## src/rtl/fjop_pkg.sv

```systemverilog
`timescale 1ns / 1ps
`default_nettype none

package fjop_pkg;

  localparam int unsigned MAX_STRING_DEF = 63;

  typedef enum logic [2:0] {
    KIND_KEY_CHAR = 3'd0,
    KIND_VAL_CHAR = 3'd1,
    KIND_KEY_END  = 3'd2,
    KIND_PAIR_END = 3'd3,
    KIND_ACCEPT   = 3'd4,
    KIND_REJECT   = 3'd5
  } kind_t;

endpackage

`default_nettype wire

```

## src/rtl/fjop_intf.sv

```systemverilog
`timescale 1ns / 1ps
`default_nettype none

// Text byte channel.
interface fjop_in_if;
  logic       valid;
  logic       ready;
  logic [7:0] text_byte;

  modport source (output valid, output text_byte, input ready);
  modport sink   (input valid, input text_byte, output ready);
endinterface

// Parse event channel.
interface fjop_out_if;
  logic       valid;
  logic       ready;
  logic [2:0] kind;
  logic [7:0] data_byte;

  modport source (output valid, output kind, output data_byte, input ready);
  modport sink   (input valid, input kind, input data_byte, output ready);
endinterface

`default_nettype wire

```

## src/rtl/flat_json_object_parser.sv

```systemverilog
`timescale 1ns / 1ps
`default_nettype none

// Streaming parser for a flat JSON object whose keys and values are strings.
// in_ch carries one document byte per beat; a zero byte ends the document.
// out_ch carries parse events: kind 0/1 key/value character (decoded, in
// data_byte), 2 key end, 3 pair end, 4 accepted, 5 rejected (data_byte is
// zero for kinds 2..5). A byte yields zero or one event.
// Throughput: one byte per cycle while the skid register is empty. The byte
// is decoded against the phase register in the accept cycle, and its event is
// written to the output register, or to the skid register while an event waits.
// Stall: a two-entry output buffer (output register plus skid register)
// lets in_ch keep taking a byte while an event waits for out_ch.ready.
// in_ch.ready drops only when the skid register is occupied, and rises
// again as soon as the receiver takes a beat.
// Reset (rst_n low, synchronous): phase returns to "expect opening brace",
// the length counter clears and both buffer entries are emptied.
// After a reject on a nonzero byte, bytes are dropped silently until the next zero byte.
module flat_json_object_parser #(
  parameter int unsigned MAX_STRING = fjop_pkg::MAX_STRING_DEF
) (
  input  wire logic  clk,
  input  wire logic  rst_n,
  fjop_in_if.sink    in_ch,
  fjop_out_if.source out_ch
);

  localparam int unsigned LenW = $clog2(MAX_STRING + 1);
  localparam logic [LenW-1:0] LenMax = LenW'(MAX_STRING);

  localparam logic [7:0] ChOpen   = 8'h7B; // {
  localparam logic [7:0] ChClose  = 8'h7D; // }
  localparam logic [7:0] ChColon  = 8'h3A; // :
  localparam logic [7:0] ChComma  = 8'h2C; // ,
  localparam logic [7:0] ChQuote  = 8'h22; // "
  localparam logic [7:0] ChBslash = 8'h5C; // backslash
  localparam logic [7:0] ChSlash  = 8'h2F; // /
  localparam logic [7:0] ChLf     = 8'h0A;
  localparam logic [7:0] ChTab    = 8'h09;
  localparam logic [7:0] ChCr     = 8'h0D;
  localparam logic [7:0] ChBs     = 8'h08;
  localparam logic [7:0] ChFf     = 8'h0C;
  localparam logic [7:0] ChSpace  = 8'h20;
  localparam logic [7:0] ChNul    = 8'h00;

  typedef enum logic [3:0] {
    PH_OPEN      = 4'd0,
    PH_FIRST     = 4'd1,
    PH_KEY_START = 4'd2,
    PH_KEY_STR   = 4'd3,
    PH_KEY_ESC   = 4'd4,
    PH_COLON     = 4'd5,
    PH_VAL_START = 4'd6,
    PH_VAL_STR   = 4'd7,
    PH_VAL_ESC   = 4'd8,
    PH_AFTER_VAL = 4'd9,
    PH_TRAIL     = 4'd10,
    PH_DRAIN     = 4'd11
  } phase_t;

  // Parser state.
  phase_t          phase_r, phase_nxt;
  logic [LenW-1:0] len_r, len_nxt;

  // Output register and skid register.
  logic            out_valid_r, skid_valid_r;
  fjop_pkg::kind_t out_kind_r, skid_kind_r;
  logic [7:0]      out_data_r, skid_data_r;

  // Event produced by the current byte.
  logic            res_valid;
  fjop_pkg::kind_t res_kind;
  logic [7:0]      res_data;

  logic       in_fire, out_fire;
  logic [7:0] c;
  logic       c_space, c_nul;
  logic       esc_ok;
  logic [7:0] esc_ch;
  logic       in_key;
  logic [7:0] char_in;
  logic       char_ok;

  assign c       = in_ch.text_byte;
  assign c_space = (c == ChSpace) || (c == ChTab) || (c == ChLf) || (c == ChCr);
  assign c_nul   = (c == ChNul);

  // Escape decode for the byte after a backslash.
  always_comb begin
    esc_ok = 1'b1;
    esc_ch = c;
    unique case (c)
      ChQuote, ChBslash, ChSlash: esc_ch = c;
      8'h6E: esc_ch = ChLf;   // n
      8'h74: esc_ch = ChTab;  // t
      8'h72: esc_ch = ChCr;   // r
      8'h62: esc_ch = ChBs;   // b
      8'h66: esc_ch = ChFf;   // f
      default: esc_ok = 1'b0;
    endcase
  end

  assign in_key  = (phase_r == PH_KEY_STR) || (phase_r == PH_KEY_ESC);
  assign char_in = ((phase_r == PH_KEY_ESC) || (phase_r == PH_VAL_ESC)) ? esc_ch : c;
  assign char_ok = (len_r < LenMax);

  // Next phase and event for one byte.
  always_comb begin
    phase_nxt = phase_r;
    len_nxt   = len_r;
    res_valid = 1'b0;
    res_kind  = fjop_pkg::KIND_REJECT;
    res_data  = 8'h00;
    unique case (phase_r)
      PH_OPEN: begin
        if (c == ChOpen) begin
          phase_nxt = PH_FIRST;
        end else if (!c_space) begin
          res_valid = 1'b1;
        end
      end
      PH_FIRST: begin
        if (c == ChClose) begin
          phase_nxt = PH_TRAIL;
        end else if (c == ChQuote) begin
          phase_nxt = PH_KEY_STR;
          len_nxt   = '0;
        end else if (!c_space) begin
          res_valid = 1'b1;
        end
      end
      PH_KEY_START, PH_VAL_START: begin
        if (c == ChQuote) begin
          phase_nxt = (phase_r == PH_KEY_START) ? PH_KEY_STR : PH_VAL_STR;
          len_nxt   = '0;
        end else if (!c_space) begin
          res_valid = 1'b1;
        end
      end
      PH_KEY_STR, PH_VAL_STR: begin
        if (c_nul) begin
          res_valid = 1'b1;
        end else if (c == ChQuote) begin
          len_nxt   = '0;
          res_valid = 1'b1;
          phase_nxt = in_key ? PH_COLON : PH_AFTER_VAL;
          res_kind  = in_key ? fjop_pkg::KIND_KEY_END : fjop_pkg::KIND_PAIR_END;
        end else if (c == ChBslash) begin
          phase_nxt = in_key ? PH_KEY_ESC : PH_VAL_ESC;
        end else begin
          res_valid = 1'b1;
          if (char_ok) begin
            len_nxt  = len_r + LenW'(1);
            res_kind = in_key ? fjop_pkg::KIND_KEY_CHAR : fjop_pkg::KIND_VAL_CHAR;
            res_data = char_in;
          end
        end
      end
      PH_KEY_ESC, PH_VAL_ESC: begin
        res_valid = 1'b1;
        if (esc_ok && char_ok) begin
          len_nxt   = len_r + LenW'(1);
          phase_nxt = in_key ? PH_KEY_STR : PH_VAL_STR;
          res_kind  = in_key ? fjop_pkg::KIND_KEY_CHAR : fjop_pkg::KIND_VAL_CHAR;
          res_data  = char_in;
        end
      end
      PH_COLON: begin
        if (c == ChColon) begin
          phase_nxt = PH_VAL_START;
        end else if (!c_space) begin
          res_valid = 1'b1;
        end
      end
      PH_AFTER_VAL: begin
        if (c == ChComma) begin
          phase_nxt = PH_KEY_START;
        end else if (c == ChClose) begin
          phase_nxt = PH_TRAIL;
        end else if (!c_space) begin
          res_valid = 1'b1;
        end
      end
      PH_TRAIL: begin
        if (c_nul) begin
          phase_nxt = PH_OPEN;
          len_nxt   = '0;
          res_valid = 1'b1;
          res_kind  = fjop_pkg::KIND_ACCEPT;
        end else if (!c_space) begin
          res_valid = 1'b1;
        end
      end
      default: begin
        // Drain, and any unused code: drop bytes until the terminator.
        if (c_nul) begin
          phase_nxt = PH_OPEN;
          len_nxt   = '0;
        end
      end
    endcase
    // Every reject restarts on the terminator, else drains up to it.
    if (res_valid && (res_kind == fjop_pkg::KIND_REJECT)) begin
      phase_nxt = c_nul ? PH_OPEN : PH_DRAIN;
      len_nxt   = '0;
    end
  end

  assign in_ch.ready = !skid_valid_r;
  assign in_fire     = in_ch.valid && !skid_valid_r;
  assign out_fire    = out_valid_r && out_ch.ready;

  always_ff @(posedge clk) begin
    if (!rst_n) begin
      phase_r      <= PH_OPEN;
      len_r        <= '0;
      out_valid_r  <= 1'b0;
      skid_valid_r <= 1'b0;
    end else begin
      if (in_fire) begin
        phase_r <= phase_nxt;
        len_r   <= len_nxt;
      end
      if (out_fire) begin
        if (skid_valid_r) begin
          // Advance the skid entry; no byte is taken while it is full, so it empties.
          out_kind_r   <= skid_kind_r;
          out_data_r   <= skid_data_r;
          skid_valid_r <= in_fire && res_valid;
          skid_kind_r  <= res_kind;
          skid_data_r  <= res_data;
        end else begin
          out_valid_r <= in_fire && res_valid;
          out_kind_r  <= res_kind;
          out_data_r  <= res_data;
        end
      end else if (!out_valid_r) begin
        out_valid_r <= in_fire && res_valid;
        out_kind_r  <= res_kind;
        out_data_r  <= res_data;
      end else if (in_fire && res_valid) begin
        // Hold the waiting beat; park the new event in the skid register.
        skid_valid_r <= 1'b1;
        skid_kind_r  <= res_kind;
        skid_data_r  <= res_data;
      end
    end
  end

  assign out_ch.valid     = out_valid_r;
  assign out_ch.kind      = out_kind_r;
  assign out_ch.data_byte = out_data_r;

endmodule

`default_nettype wire

```

## src/flat_wrapper.sv

```systemverilog
// flat-port wrapper written by rule: the top's interface ports become plain ports
module flat_json_object_parser_flat 
#(
  parameter int unsigned MAX_STRING = fjop_pkg::MAX_STRING_DEF
)
  (clk, rst_n, in_ch_valid, in_ch_text_byte, in_ch_ready, out_ch_valid, out_ch_kind, out_ch_data_byte, out_ch_ready);
  fjop_in_if in_ch_i ();
  fjop_out_if out_ch_i ();
  input  wire logic clk;
  input  wire logic rst_n;
  input wire logic [$bits(in_ch_i.valid)-1:0] in_ch_valid;
  input wire logic [$bits(in_ch_i.text_byte)-1:0] in_ch_text_byte;
  output wire logic [$bits(in_ch_i.ready)-1:0] in_ch_ready;
  output wire logic [$bits(out_ch_i.valid)-1:0] out_ch_valid;
  output wire logic [$bits(out_ch_i.kind)-1:0] out_ch_kind;
  output wire logic [$bits(out_ch_i.data_byte)-1:0] out_ch_data_byte;
  input wire logic [$bits(out_ch_i.ready)-1:0] out_ch_ready;
  assign in_ch_i.valid = in_ch_valid;
  assign in_ch_i.text_byte = in_ch_text_byte;
  assign in_ch_ready = in_ch_i.ready;
  assign out_ch_valid = out_ch_i.valid;
  assign out_ch_kind = out_ch_i.kind;
  assign out_ch_data_byte = out_ch_i.data_byte;
  assign out_ch_i.ready = out_ch_ready;
  flat_json_object_parser #(.MAX_STRING(MAX_STRING)) u_core (.clk(clk), .rst_n(rst_n), .in_ch(in_ch_i), .out_ch(out_ch_i));
endmodule
```

## config.mk

```make
export PLATFORM = sky130hd
export DESIGN_NAME = flat_json_object_parser_flat
export DESIGN_NICKNAME = d
export VERILOG_FILES = /design/src/rtl/fjop_pkg.sv /design/src/rtl/fjop_intf.sv /design/src/rtl/flat_json_object_parser.sv /design/src/flat_wrapper.sv
export SDC_FILE = /design/constraint.sdc
export NUM_CORES = 1
export LEC_CHECK = 0
export BUFFER_PORTS_ARGS = -buffer_cell sky130_fd_sc_hd__buf_2
export CAP_MARGIN = 20
export CORE_UTILIZATION = 35
export CTS_CLUSTER_DIAMETER = 100
export DETAILED_ROUTE_END_ITERATION = 10
export MAX_ROUTING_LAYER = met4
export SYNTH_ARGS = -nofsm -noshare
export SYNTH_HDL_FRONTEND = slang
export SYNTH_SLANG_ARGS = --single-unit
export TNS_END_PERCENT = 10
```

## constraint.sdc

```tcl
create_clock -name clk -period 6.7 [get_ports clk]
set_input_delay 0.67 -clock clk [delete_from_list [all_inputs] [get_ports clk]]
set_output_delay 0.67 -clock clk [all_outputs]
set_load 0.01 [all_outputs]
```

* After elaboration in Yosys (flattened, before gate mapping)
Cells that the tools add are included.
** Word-level totals
- Output and inout port bits :: 13
- Input port bits :: 12
- Register bits :: 34
- Word-level logic and storage cells :: 159
** Operators by class
- Reductions and logical operators :: 27
- Mux-type cells :: 80
- $add $sub $neg :: 1
- Eq/ne operators :: 42
- Magnitude comparators :: 1
** Operators with widths (count)
- 8-bit two-way mux :: 13
- 8-bit by 7-bit equality test with 1-bit output (second input constant) :: 8
- 4-bit two-way mux :: 16
- 6-bit two-way mux :: 9
- 3-bit two-way mux :: 14
- 8-bit by 6-bit equality test with 1-bit output (second input constant) :: 5
- 8-bit case mux with 5 select lines :: 1
- 6-bit case mux with 5 select lines :: 1
- 4-bit case mux with 7 select lines :: 1
- 8-bit by 4-bit equality test with 1-bit output (second input constant) :: 3
- 1-bit two-way mux :: 22
- 4-bit by 3-bit equality test with 1-bit output (second input constant) :: 4
- 4-bit by 1-bit != test with 1-bit output (second input constant) :: 4
- 8-bit case mux with 2 select lines :: 1
- 4-bit equality test (second input constant) :: 3
- 3-bit by 1-bit != test with 1-bit output (second input constant) :: 4
- 10-bit AND reduction :: 1
- 3-bit case mux with 3 select lines :: 1
- 9-bit nonzero test :: 1
- 4-bit by 2-bit equality test with 1-bit output (second input constant) :: 2
- 8-bit logical NOT :: 1
- 1-bit case mux with 8 select lines :: 1
- 8-bit AND reduction :: 1
- 8-bit OR reduction :: 1
- 18 further kinds :: 33

* Longest topological paths before layout
- Depth after elaboration :: 12
- Mapped depth :: 10
- Gate-level depth less buffers :: 9

* Worst setup path before layout
Ideal clock, no wire load.
- Path kind :: input to register
- Start :: input in_ch_text_byte[5]
- End :: register u_core.skid_data_r[0], enable pin
- Stages :: 9
- Buffers on the path :: 1
- Data arrival time :: 2.545 ns
- Slack :: 3.805 ns
- Required time :: 6.351 ns
- Cells stage by stage :: buf_2 -> nor4_2 -> nand2_4 -> nor3b_2 -> nor2_1 -> o221ai_4 -> nand2_1 -> o21ai_0 -> and3_1
** On the way
- Longest elaborated chain between the ends :: 11
- Elaborated cells on any way between the ends :: 29
** Ends and longest elaborated chain
- start, declared :: line flat_wrapper.sv:12 : input wire logic [$bits(in_ch_i.text_byte)-1:0] in_ch_text_byte;
- 8-bit by 6-bit equality test with 1-bit output or 8-bit by 4-bit equality test with 1-bit output (tied branches) :: line flat_json_object_parser.sv:85 : assign c_space = (c == ChSpace) || (c == ChTab) || (c == ChLf) || (c == ChCr);
- 1-bit logical OR (3 in a row) :: line flat_json_object_parser.sv:85
- 1-bit two-way mux
- 1-bit two-way mux, on equally long branches :: line flat_json_object_parser.sv:178, flat_json_object_parser.sv:133
- 1-bit two-way mux, on equally long branches :: line flat_json_object_parser.sv:176, flat_json_object_parser.sv:123
- 1-bit case mux with 8 select lines (*) :: line flat_json_object_parser.sv:114 : unique case (phase_r)
- 1-bit logical AND (*) :: line flat_json_object_parser.sv:241 : end else if (in_fire && res_valid) begin
- 2-bit nonzero test (no line) (*)
- 4-bit AND reduction (no line) (*)
- end signal, assigned :: line flat_json_object_parser.sv:231 : skid_data_r <= res_data;
- end signal, assigned :: line flat_json_object_parser.sv:245 : skid_data_r <= res_data;
- end, declared :: line flat_json_object_parser.sv:68 : logic [7:0] out_data_r, skid_data_r;
Mark *: on every way between the ends. The rest lies on a longest branch, timed or not.
A chain may end at the register's enable or synchronous reset.

* Worst setup path in the final report
- Start :: input in_ch_text_byte[0]
- End :: register u_core.skid_data_r[4], enable pin
The elaborated chain is that of the path after synthesis.

==> results_dict.tcl <==
set metrics [dict create \
    netlist_area_um2 2320 \
    cap_violations 0 \
    htreeDepth 2 \
    fin_crit_sh_pct 45.6 \
    yosysTopAreaCell "edfxtp_1" \
    crit_required_ns 6.63 \
    ys_async_sr_fraction_pct 0 \
    clock_skew_ns 0.00741 \
    cts_resized 0 \
    drtAntennaViolNets 0 \
    fin_nets 277 \
    routed_wirelength_um 5300 \
    drive_above_1_share_pct 23.0 \
    via_per_inst 5.77 \
    die_x_um 83.4 \
    grt.total_usage_pct 15.9 \
    p_sw_w 0.000311 \
    cp.arrival_ns 2.98 \
    dieArea_um2 6960 \
    synth_edf_count 22 \
    setup_tns_ns 0 \
    cts_buffers 5 \
    slew_viol_final 0 \
    power_frac_seq_pct 34.3 \
    netlist_top_cells_count "edfxtp_1 (22), nand2_1 (18), nor2_1 (18)" \
    synth.top_cell.area_share_pct 28.5 \
    layout_min_cycle_time_ns 3.06 \
    cts_tree "built" \
    fin_ws_ns 3.64 \
    pwr-share-clk_pct 27.0 \
    fill_cells 649 \
    grt_max_degree 19 \
    fin_util_pct 40.8 \
    dr.first_iter.drc_count 122 \
    synthMuxAreaShare_pct 6.15 \
    synth_area_leaders "edfxtp_1 (28%), dfxtp_1 (10%), mux2_2 (4.9%), o21ai_0 (3.2%), a21oi_1 (3.0%)" \
    tightest_slew_ns 0.650 \
    cp-end-kind "register" \
    drc_errors 0 \
    status "complete, no violations" \
    ys_ff_latch 34 \
    insertion_delay_ns 0.29 \
    ys_types 69 \
    ys.flop_type "edfxtp_1" \
    postSynthAreaPerCell_um2 9.36 \
    rows 29 \
    setup_violations 0 \
    start_util_pct 36.3 \
    yosys.area_share.adder_pct 0.539 \
    globalRouteOverflowTotal 0 \
    multi_input_area_um2 1310 \
    regArea_um2 901 \
    clk_pin_slew_worst_paths_ns 0.07 \
    synth-seq-area-share_pct 38.8 \
    cp_max_fo 13 \
    post-cts-setup-buffer-count 0 \
    synthSimpleGateAreaFrac_pct 25.2 \
    drt-pass1-iter-count 4 \
    hp-class "register to register" \
    gp_congestion 0.920 \
    antenna_found_initial 0 \
    die_h_um 83.4 \
    yosys_warnings 0 \
    synth_xor_area_share_pct 0.755 \
    powerDensity_nw_per_um2 325 \
    synth_fp_nets 261 \
    ios 25 \
    relSlewSlack_pct 56.3 \
    vdd_drop_max_mv 0.202 \
    clock_path_buffers 2 \
    dp_hpwl_um 3860 \
    max_freq_mhz 327 \
    rsz0062_at_grt "false" \
    root_buffer "clkbuf_8" \
    yosysMostFrequentCell "edfxtp_1" \
    p_int_w 0.000536 \
    final_hold_viol_count 0 \
    synth_cells 248 \
    area_delta_synth_final_pct 12.3 \
    cts.sinks 34 \
    cts_hold_buf 0 \
    vias 1973 \
    whs_ns 0.504 \
    crit_type "input port to register" \
    grt_pass1_vias 1786 \
    critPathLaunchType "input port" \
    coreArea_um2 6390 \
    grt_pass1_wl_um 8690 \
    portBuffers 24 \
    synth_top_family_by_area "simple AND/OR/NAND/NOR gates" \
    post-place-ws_ns 3.33 \
    leakagePower_nw 0.930 \
    synth_compound_area_share_pct 23.6 \
    swShare_pct 36.7 \
    pwr-share-comb_pct 38.7 \
    antenna_cells 0 \
    wire_per_inst_um 15.5 \
]
## final cells by class
class / count / share of cell area (%)
tap: 77 / 3.70
inverter: 10 / 1.44
multi-input combinational: 188 / 50.1
sequential: 34 / 34.6
clock buffer: 5 / 2.64
timing repair buffer: 25 / 4.90
clock inverter: 3 / 2.64
## registers in the layout, indices dropped and copies added (netlist names)
name and count:
u_core.len_r 6, u_core.out_ch.data_byte 8, u_core.out_ch.kind 3, u_core.out_ch.valid 1, u_core.phase_r 4, u_core.skid_data_r 8
u_core.skid_kind_r 3, u_core.skid_valid_r 1
## cells by family (layout without fill, tap and decap cells)
| group | count (synthesis) | count (layout) |
|---|---|---|
| buffers and inverters | 26 | 43 |
| multiplexers | 13 | 13 |
| AO/OA/AOI/OAI | 75 | 75 |
| adder cells (fa/ha/maj) | 1 | 1 |
| flip-flops | 34 | 34 |
| XOR/XNOR | 2 | 2 |
| AND/OR/NAND/NOR | 97 | 97 |
## metal layers
metal | GRT usage (%) | vias to the layer above | routed length (um)
li1 | - | 978 | -
met1 | 21.6 | 935 | 2560
met2 | 24.0 | 49 | 2440
met3 | 3.48 | 11 | 219
met4 | 4.78 | 0 | 82
met5 | - | - | 0
## cell usage in the layout (no fill, tap or decap), types with 3 or more instances in the layout
cell      count
a21oi_2       3
o21ai_0      15
nand2b_1      3
dfxtp_1      12
inv_1        10
buf_2        24
a32oi_1       3
nand4_1       4
nand2_1      18
o22ai_1       3
o31ai_1       3
mux2i_1       3
mux2_2       10
nor2_1       18
and3_1        8
edfxtp_1     22
or4_1         3
nor2b_1       6
nand4b_1      5
and2_1        5
a31oi_1       3
a22oi_1       3
nand3_1       6
clkbuf_8      5
or3_1         3
a21oi_1      14
## power by group through the flow
stage	sequential, W	clock (W)	combinational, W
floorplan	0.000272	0	0.000274
global placement	0.000295	0	0.000324
detailed placement	0.000295	0	0.000324
CTS	0.000291	0.000234	0.000325
global route	0.000295	0.000242	0.000363
finish	0.000290	0.000229	0.000328
## critical path, stage by stage
cell and delay [ns]:
buf_2 0.17, nor4_2 0.63, nand2_4 0.14, nor3b_2 0.23
nor2_1 0.10, o221ai_4 0.29, nand2_1 0.11, o21ai_0 0.15
and3_1 0.48
## through the flow
step                total power, W  std cells  instance area, um2
floorplan                 0.000546        248                2320
global placement          0.000620        333                2460
detailed placement        0.000619        333                2460
CTS                       0.000850        341                2600
global route              0.000899        342                2610
finish                    0.000847        342                2610
## path summary, 6_finish.rpt
kind                                                        end  slack, ns  cells after the start                           start
worst min register to register     u_core.len_r[0]$_SDFFE_PN0P_       0.50                      2    u_core.len_r[0]$_SDFFE_PN0P_
worst max register to register  u_core.skid_data_r[4]$_DFFE_PP_       3.76                      8  u_core.phase_r[2]$_SDFFE_PN0P_
worst max-delay path            u_core.skid_data_r[4]$_DFFE_PP_       3.64                      9              in_ch_text_byte[0]
worst min-delay path               u_core.len_r[0]$_SDFFE_PN0P_       0.50                      2    u_core.len_r[0]$_SDFFE_PN0P_
Note: power is estimated with default switching activity, not from simulation.
